==> src/design/spmc_ram.sv <==
module spmc_ram #(
    parameter int unsigned WIDTH = 8,
    parameter int unsigned DEPTH = 16
) (
    input  logic                     i_clk,
    input  logic                     i_we,
    input  logic [$clog2(DEPTH)-1:0] i_waddr,
    input  logic [WIDTH-1:0]         i_wdata,
    input  logic [$clog2(DEPTH)-1:0] i_raddr,
    output logic [WIDTH-1:0]         o_rdata
);

    logic [WIDTH-1:0] r_mem [DEPTH];
    logic [WIDTH-1:0] r_rdata;

    always_ff @(posedge i_clk) begin
        if (i_we) begin
            r_mem[i_waddr] <= i_wdata;
        end
        r_rdata <= r_mem[i_raddr];
    end

    assign o_rdata = r_rdata;

endmodule

==> config.mk <==
export PLATFORM = sky130hd
export DESIGN_NAME = spmc_ram
export DESIGN_NICKNAME = d
export VERILOG_FILES = /design/src/design/spmc_ram.sv
export SDC_FILE = /design/constraint.sdc
export NUM_CORES = 1
export LEC_CHECK = 0
export ABC_CLOCK_PERIOD_IN_PS = 2700
export BUFFER_PORTS_ARGS = -buffer_cell sky130_fd_sc_hd__buf_2
export CAP_MARGIN = 30
export CELL_PAD_IN_SITES_DETAIL_PLACEMENT = 1
export CELL_PAD_IN_SITES_GLOBAL_PLACEMENT = 1
export CORE_AREA = 2 2 78 136
export DETAILED_ROUTE_END_ITERATION = 7
export DIE_AREA = 0 0 80 138
export PLACE_DENSITY = 0.77
export SLEW_MARGIN = 20
export SYNTH_ARGS = -nofsm -noshare
export SYNTH_HDL_FRONTEND = slang
export SYNTH_SLANG_ARGS = --single-unit
export TNS_END_PERCENT = 30
==> constraint.sdc <==
create_clock -name i_clk -period 2.7 [get_ports i_clk]
set_clock_uncertainty 0.05 [all_clocks]
set_input_delay 0.54 -clock i_clk [delete_from_list [all_inputs] [get_ports i_clk]]
set_output_delay 0.54 -clock i_clk [all_outputs]
set_load 0.1 [all_outputs]
## Yosys cells after proc, flatten, opt, wreduce, memory -nomap -nowiden

Memory sizes are Yosys's and may differ from the RTL's. A register that Yosys moved wholly into a read port is not among the register bits.
Cells that the tools add are included.

| storage, ports and cells | value |
|---|---|
| memories | 1 |
| word-level logic and storage cells | 3 |
| bits in registers | 0 |
| RAM bits | 128 |

Memory list:

| name | words | width | read ports | clocked after memory_dff | write ports | RTL line | RTL |
|---|---|---|---|---|---|---|---|
| r_mem | 16 | 8 | 1 | 1 | 1 | 13 | `logic [WIDTH-1:0] r_mem [DEPTH];` |

| operators by class | value |
|---|---|
| muxes and demuxes | 2 |

Operators by type and width:

| operator | number |
|---|---|
| 1-bit two-way mux | 2 |

## Depth between registers and ports, before layout

Gate-level depths: netlist of the first run.

| depth | value |
|---|---|
| depth after elaboration | 2 |
| mapped depth | 5 |
| gate-level depth less buffers | 3 |

## Worst setup path after synthesis of the first run

Ideal clock, no wire load.

| timing | value |
|---|---|
| path type | input-to-reg |
| from | in i_waddr[2] |
| to | mem r_mem[0][0] (enable) |
| arrival | 1.650 ns |
| cell stages on the path | 2 |
| setup time | 0.383 ns |
| buffers on the path | 0 |
| setup slack | 0.617 ns |
| cells stage by stage | or3b_2 nor3_1 |

RTL lines:

| item | RTL line | RTL |
|---|---|---|
| start, declared | 7 | `input logic [$clog2(DEPTH)-1:0] i_waddr,` |
| end, declared | 13 |  |

Straight into the memory's write port.

## Worst setup path after layout of the first run

| timing | value |
|---|---|
| from | reg r_rdata[2], in the netlist o_rdata[2] (read register of r_mem) |
| to | out o_rdata[2] |

RTL lines:

| item | RTL line | RTL |
|---|---|---|
| start, declared | 14 | `logic [WIDTH-1:0] r_rdata;` |
| end, declared | 10 | `output logic [WIDTH-1:0] o_rdata` |

No word-level cell between the ends.

==> impl_results.md, run 1 <==
- Drc violations: 0
- First-pass GRT wire length: 16.3 mm
- Min Tclk post-route: 1.77 ns
- Post-synthesis sequential area ratio: 0.778
- Crit Path Category: reg2out
- WL per Instance: 25.6 um
- Total stage count of the critical path: 1
- CTS tree: yes
- RR Startpoint: r_mem[1][1]
- Final setup fails: 0
- Vias: 2472
- Syn Area/Cell: 22.5 um2
- Tightest Pin Transition: 0.724 ns
- Fin worst setup slack: 0.926 ns
- TritonRoute pass-1 iters: 5
- Crit path max fanout: 1
- Post-Syn Area: 0.00515 mm2
- Core area: 0.0101 mm2
- Total global routing overflow: 0
- Post-place setup slack: 0.534 ns
- Largest stage delay on the critical path: 0.43 ns
- Max-Cap Viols: 0
- Synthesized Nets: 247
- Vias in the first global route: 2757
- Critical path startpoint: o_rdata[2]
- Yosys top cell area share: 0.747
- Post-DRT Antenna Nets: 0
- Synth Flop Type: edfxtp_1
- # rows: 49
- Initial Util: 0.512
- Total track usage: 0.216
- Final hold violation count: 0
- Final setup TNS: 0 ns
- RSZ-0062 raised after global routing: no
- Area of the multi-input gates: 0.00106 mm2
- CTS resizes: 0
- Worst hold slack: 0.452 ns
- Unique masters post-synth: 19
- Worst-Skew Late Latency: 0.42 ns
- FF+latch area: 0.00400 mm2
- Vias per cell: 5.84
- WHS Path Cells: 1
- Ant diodes: 0
- Synth Instances: 229
- Worst R2R Path Depth: 3
- Reg clk slew, reported paths: 0.06 ns
- Crit-path cells: buf_2
- GR Util met2: 0.363
- Initial antenna violation count: 0
- CP max stage cell: buf_2
- Width of the die: 80 um
- Largest net degree at the start of global routing: 33
- Fmax: 564 MHz
- Ys Warns: 0
- DRT iter0 DRCs: 162
- Leakage: 0.00209 uW
- Met1 GRT Util: 0.247
- Largest cells by area after synthesis: edfxtp_1 75%, mux4_2 7.9%, mux4_1 7.1%
- Setup Fix Bufs, Post-CTS: 0
- #FFs+latches synth: 136
- CP Data Required Time: 2.11 ns
- Drt total wl: 10.8 mm
- CTS Buffer Depth: 2
- IO buf count: 25
- Pins Over Slew Limit: 0
- CTS Buf Count: 17
- Setup crit start kind: flop
- Commonest non-fill, non-tap cell in the layout: edfxtp_1
- I/O pin count: 26
- Post-synth top area cell: edfxtp_1
- Period utilization: 0.657
- Die height: 138 um
- VDD IR max: 0.525 mV
- Max-slew headroom: 0.517
- CTS root buf: clkbuf_16
- Largest delay share family, worst path: buffers and inverters
- R2R Setup Slk: 1.29 ns
- Filler instances: 869
- H-tree levels: 4
- Most frequent cells in the layout: 128 x edfxtp_1, 25 x buf_2, 18 x mux4_2, 18 x buf_4, 17 x clkbuf_16
- Crit path to: o_rdata[2]
- Final nets: 301
- DP Wirelength: 6.91 mm
- Met3 Use GR: 0.0659
- Crit path DAT: 1.18 ns
- RR Endpoint: o_rdata[1]
- Clock Sinks: 136
- Hold path startpoint: i_wdata[2]
- Area growth syn-to-layout: 18.6%
- Status: finished, final reports clean
- Worst hold path class: in2reg
- Async set-reset flop share out of synthesis: 0
- Crit path buffers/inverters: 1
- Layout cells sized above 1: 0.314
- Worst Setup End Kind: output pin
- Hold-fix buffers, CTS: 0
- Die ar.: 0.0110 mm2
- Grt peak-use layer: met2
- GPL Wtd Cong: 0.761
- Power density over the cells: 816 mW/mm2
- Post-synth EDFFs: 128
final cells by class:
| cell class | instances | share of cell area |
|---|---|---|
| sequential | 136 | 0.656 |
| multi-input combinational | 83 | 0.173 |
| clock buffer | 18 | 0.0703 |
| timing repair buffer | 45 | 0.0492 |
| tap | 127 | 0.0260 |
| clock inverter | 14 | 0.0258 |
registers in the layout (all words and copies together), names as in the netlist:
name,flops
o_rdata,8
r_mem,128
layer usage:
layer / vias to the layer above / routed length (um)
li1: 1080 / -
met1: 1278 / 4160
met2: 87 / 5840
met3: 27 / 451
met4: 0 / 367
met5: - / 0
power breakdown:
part           internal [uW]  leakage, uW  switching [uW]  total (uW)
clock network           1440     0.000281             853        2290
logic                   95.2     0.000586             224         319
registers               2360      0.00122            15.7        2380
worst min-delay path by stage:
stage	to	slack [ns]
global route	r_mem[7][2]	0.46
CTS	r_mem[1][2]	0.44
detailed placement	o_rdata[6]	0.62
floorplan	o_rdata[0]	0.58
global placement	o_rdata[2]	0.60
finish	r_mem[1][2]	0.45
per-stage QoR:
step | total power (uW) | util | area [um2] | instances
2_1_floorplan | 2640 | - | 5150 | 229
3_3_place_gp | 2730 | 0.549 | 5520 | 391
3_5_place_dp | 2740 | 0.549 | 5520 | 391
4_1_cts | 5020 | 0.607 | 6110 | 423
5_1_grt | 5110 | 0.607 | 6110 | 423
6_report | 4990 | 0.607 | 6110 | 423
cells in the mapped netlist (all sizes together) (2+ instances only):
master	number
edfxtp	128
mux4	32
a22oi	16
nor2	13
nand2	9
dfxtp	8
buf	7
nor3	4
clkdlybuf4s25	3
nand2b	2
nand3b	2
cell families (layout without fill, tap and decap cells):
group           after synthesis  in the layout  share of synthesized area
mux                          32             32                      0.150
simple gates                 35             35                     0.0318
compound gates               16             16                     0.0233
buf+inv                      10             77                     0.0168
flops                       136            136                      0.778
(Power assumes the default switching activity.)
==> run 2: changes to the inputs <==
--- a/config.mk
+++ b/config.mk
@@ -5,7 +5,7 @@
 export SDC_FILE = /design/constraint.sdc
 export NUM_CORES = 1
 export LEC_CHECK = 0
-export ABC_CLOCK_PERIOD_IN_PS = 2700
+export ABC_CLOCK_PERIOD_IN_PS = 1650
 export BUFFER_PORTS_ARGS = -buffer_cell sky130_fd_sc_hd__buf_2
 export CAP_MARGIN = 30
 export CELL_PAD_IN_SITES_DETAIL_PLACEMENT = 1
==> constraint.sdc (replaced) <==
create_clock -name i_clk -period 1.65 [get_ports i_clk]
set_clock_uncertainty 0.05 [all_clocks]
set_input_delay 0.33 -clock i_clk [delete_from_list [all_inputs] [get_ports i_clk]]
set_output_delay 0.33 -clock i_clk [all_outputs]
set_load 0.1 [all_outputs]
==> run 2 against run 1 <==
Compared with the run above: sequential power grew 63%; critical endpoint is now o_rdata[3]; first-iteration DRC count grew 10%; die area is the same; utilization grew 1.3 points; largest cell class unchanged; global-route usage grew 0.18 points; cell area grew 2.2%.
==> impl_results.md, run 2 (same netlist as run 1, synthesis figures left out) <==
- Status: finished, final reports clean
- Final setup fails: 0
- Worst R2R Path Depth: 3
- Initial Util: 0.512
- Most frequent cells in the layout: 128 x edfxtp_1, 30 x buf_4, 25 x buf_2
- CTS tree: yes
- Width of the die: 80 um
- CTS root buf: clkbuf_16
- CP Data Required Time: 1.27 ns
- Area growth syn-to-layout: 21.2%
- Period utilization: 0.942
- First-pass GRT wire length: 16.8 mm
- Final setup TNS: 0 ns
- Power density over the cells: 1320 mW/mm2
- Min Tclk post-route: 1.55 ns
- Worst-Skew Late Latency: 0.41 ns
- RR Endpoint: o_rdata[0]
- Commonest non-fill, non-tap cell in the layout: edfxtp_1
- Post-DRT Antenna Nets: 0
- Placed cell count: 404
- Layout cells sized above 1: 0.353
- Die ar.: 0.0110 mm2
- Min-Delay Endpoint: r_mem[11][5]
- Vias in the first global route: 2875
- Reg clk slew, reported paths: 0.06 ns
- CP max stage cell: buf_2
- Max-Cap Viols: 0
- Setup crit start kind: flop
- Ant diodes: 0
- Largest net degree at the start of global routing: 33
- H-tree levels: 4
- Worst hold path class: in2reg
- GPL Wtd Cong: 0.734
- Drc violations: 0
- Final non-filler cell total: 436
- R2R Setup Slk: 0.19 ns
- Largest stage delay on the critical path: 0.43 ns
- CTS Buf Count: 17
- Crit path DAT: 1.17 ns
- Die height: 138 um
- Clock Sinks: 136
- Final hold violation count: 0
- DP Wirelength: 7.38 mm
- Drt total wl: 10.9 mm
- Total track usage: 0.218
- WL per Instance: 24.9 um
- Worst hold slack: 0.256 ns
- Crit-path cells: buf_2
- Max-slew headroom: 0.536
- Vias: 2561
- Filler instances: 861
- TritonRoute pass-1 iters: 4
- RR Startpoint: r_mem[5][0]
- Crit path max fanout: 1
- Initial antenna violation count: 0
- Hold-fix buffers, CTS: 0
- Core area: 0.0101 mm2
- DRT iter0 DRCs: 179
- Hold path startpoint: i_wdata[5]
- Leakage: 0.00216 uW
- Vias per cell: 5.87
- VDD IR max: 1.08 mV
- Worst Setup End Kind: output pin
- RSZ-0062 raised after global routing: no
- Crit Path Category: reg2out
- Fmax: 643 MHz
- Tightest Pin Transition: 0.693 ns
- Biggest register: r_mem
- I/O pin count: 26
- Largest delay share family, worst path: buffers and inverters
- Crit path buffers/inverters: 1
- Total global routing overflow: 0
- Pins Over Slew Limit: 0
- Total stage count of the critical path: 1
- Final nets: 314
- Setup Fix Bufs, Post-CTS: 0
- CTS resizes: 0
- CTS Buffer Depth: 2
- WHS Path Cells: 1
- IO buf count: 25
- # rows: 49
- Max reg flops: 128
run 2: metrics by stage:
step                      setup slack (ns)  power, uW  cell area (um2)   util
after floorplan                    0.00385       4320             5150      -
after global placement              -0.106       4490             5640  0.560
after detailed placement            -0.133       4510             5640  0.560
after CTS                           0.0768       8280             6240  0.620
after global routing                0.0587       8440             6240  0.620
final                               0.0950       8220             6240  0.620
run 2: power breakdown:
part           switching, uW  internal, uW
logic                    378           173
registers               22.8          3860
clock network           1400          2380
total                   1800          6410
run 2: final cells by class:
type | count | area, um2 | share of cell area
sequential | 136 | 4000 | 0.642
multi-input combinational | 83 | 1060 | 0.170
clock buffer | 17 | 425 | 0.0682
timing repair buffer | 58 | 410 | 0.0658
clock inverter | 15 | 178 | 0.0285
tap | 127 | 159 | 0.0255
run 2: worst max-delay path by stage:
| stage | start | end | slack [ns] |
|---|---|---|---|
| global placement | i_raddr[0] | o_rdata[5] | -0.11 |
| finish | o_rdata[3] | o_rdata[3] | 0.1 |
| global route | o_rdata[3] | o_rdata[3] | 0.06 |
| CTS | o_rdata[3] | o_rdata[3] | 0.08 |
| floorplan | i_waddr[2] | r_mem[3][0] | 0.004 |
| detailed placement | i_raddr[0] | o_rdata[0] | -0.13 |
run 2: layer usage:
metal  global-route usage  wire, um  vias up
met5                    0         0        -
met4                0.111       350        0
met3               0.0470       386       23
met2                0.362      5940       91
met1                0.266      4190     1341
li1                     -         -     1106
==> run 3: changes to the inputs <==
--- a/config.mk
+++ b/config.mk
@@ -10,10 +10,10 @@
 export CAP_MARGIN = 30
 export CELL_PAD_IN_SITES_DETAIL_PLACEMENT = 1
 export CELL_PAD_IN_SITES_GLOBAL_PLACEMENT = 1
-export CORE_AREA = 2 2 78 136
+export CORE_AREA = 10 10 111 187
 export DETAILED_ROUTE_END_ITERATION = 7
-export DIE_AREA = 0 0 80 138
-export PLACE_DENSITY = 0.77
+export DIE_AREA = 0 0 121 197
+export PLACE_DENSITY = 0.49
 export SLEW_MARGIN = 20
 export SYNTH_ARGS = -nofsm -noshare
 export SYNTH_HDL_FRONTEND = slang
==> run 3 against run 2 <==
Compared with the run above: die area rose by 120%; cell area increased by 1.8%; critical path depth unchanged; clock-buffer cell count grew 1; clock power is 3% lower; final cell count increased by 24%; wire length grew 7.9%; non-clock buffer count stayed put; register-to-register slack better by 0.02 ns; flip-flop and latch count unchanged; via count fell by 4.7%; largest cell class unchanged.
==> impl_results.md, run 3 (same netlist as run 1, synthesis figures left out) <==
- Leakage: 0.00215 uW
- Crit path buffers/inverters: 1
- Hold-fix buffers, CTS: 0
- Layout cells sized above 1: 0.353
- Setup crit start kind: flop
- Largest delay share family, worst path: buffers and inverters
- Fin worst setup slack: 0.0913 ns
- FF+latch area: 0.00400 mm2
- Biggest register: r_mem
- GPL Wtd Cong: 0.715
- Fmax: 642 MHz
- Vias in the first global route: 2850
- Filler instances: 1734
- Crit Path Category: reg2out
- Crit path max fanout: 1
- Post-DRT Antenna Nets: 0
- Final setup TNS: 0 ns
- CTS Buf Count: 17
- Period utilization: 0.945
- Pins Over Slew Limit: 0
- IO buf count: 25
- Ant diodes: 0
- Max-Cap Viols: 0
- CTS tree: yes
- Fin util: 0.362
- Crit-path cells: buf_2
- Commonest non-fill, non-tap cell in the layout: edfxtp_1
- Width of the die: 121 um
- Worst-Skew Late Latency: 0.41 ns
- Drt total wl: 11.7 mm
- Tightest Pin Transition: 0.835 ns
- Power density over the cells: 1280 mW/mm2
- Die ar.: 0.0238 mm2
- Design area: 0.00635 mm2
- Reg clk slew, reported paths: 0.06 ns
- Met1 GRT Util: 0.103
- CTS root buf: clkbuf_16
- Area of the multi-input gates: 0.00106 mm2
- Final hold violation count: 0
- DP Wirelength: 8.43 mm
- Vias per cell: 4.52
- Total track usage: 0.105
- Initial Util: 0.294
- Total global routing overflow: 0
- Total Power: 8100 uW
- H-tree levels: 4
- Status: finished, final reports clean
- TritonRoute pass-1 iters: 4
- Final nets: 314
- WL per Instance: 21.7 um
- Die height: 197 um
- Largest net degree at the start of global routing: 22
- RSZ-0062 raised after global routing: no
- Max reg flops: 128
- CTS Buffer Depth: 2
- Most frequent cells in the layout: 128 x edfxtp_1, 31 x buf_4, 24 x buf_2
- Met3 Use GR: 0.0318
- Final setup fails: 0
- VDD IR max: 0.535 mV
- Post-place setup slack: -0.243 ns
- Largest stage delay on the critical path: 0.43 ns
- CP Data Required Time: 1.27 ns
- Area post-placement: 0.00577 mm2
- I/O pin count: 26
- Max-slew headroom: 0.442
- Drc violations: 0
- Core area: 0.0175 mm2
- CP max stage cell: buf_2
- Grt peak-use layer: met2
- DRT iter0 DRCs: 137
- Initial antenna violation count: 1
- Clock Sinks: 136
- R2R Setup Slk: 0.21 ns
- Worst hold path class: in2reg
- Crit path DAT: 1.18 ns
- Worst Setup End Kind: output pin
- # rows: 64
- Area growth syn-to-layout: 23.3%
- Min Tclk post-route: 1.56 ns
- First-pass GRT wire length: 18.0 mm
- Vias: 2440
- GR Util met2: 0.191
==> run 3: cell types whose count changed in the layout (fill, tap and decap cells not counted), sizes merged <==
cell / before / now
clkbuf: 17 / 18
clkinvlp: 4 / 5
clkinv: 6 / 5
bufinv: 3 / 2
==> run 3: cell type report <==
| cell class | count | share of cell area |
|---|---|---|
| Sequential cell | 136 | 0.631 |
| Tap cell | 231 | 0.0455 |
| Clock inverter | 14 | 0.0238 |
| Clock buffer | 18 | 0.0676 |
| Multi-Input combinational cell | 83 | 0.167 |
| Timing Repair Buffer | 58 | 0.0650 |
==> run 3: what timing repair did <==
action,CTS,global route
resized for setup,1,0
setup buffers,0,0
setup endpoints to repair,1,0
==> run 3: metrics by stage <==
stage               hold WS [ns]  cells
floorplan                  0.379    229
global placement           0.611    508
detailed placement         0.630    508
CTS                        0.248    540
global route               0.257    540
finish                     0.258    540
==> run 3: per-layer routing <==
| metal | vias up | share of wire |
|---|---|---|
| met2 | 47 | 0.57 |
| met5 | - | 0.00060 |
| met1 | 1259 | 0.37 |
| li1 | 1110 | - |
| met3 | 22 | 0.033 |
| met4 | 2 | 0.028 |
==> run 3: power by group <==
group / leakage (uW) / switching (uW) / total (uW) / internal [uW]
registers: 0.00122 / 23.9 / 3890 / 3860
logic: 0.000658 / 381 / 556 / 175
clock network: 0.000269 / 1430 / 3660 / 2230
==> run 3: final timing paths <==
path / from / endpoint / cells past startpoint
worst max-delay path: o_rdata[7] / o_rdata[7] / 1
worst min-delay path: i_wdata[1] / r_mem[2][1] / 1
worst max register to register: r_mem[2][2] / o_rdata[2] / 3
worst min register to register: r_mem[15][1] / o_rdata[1] / 3
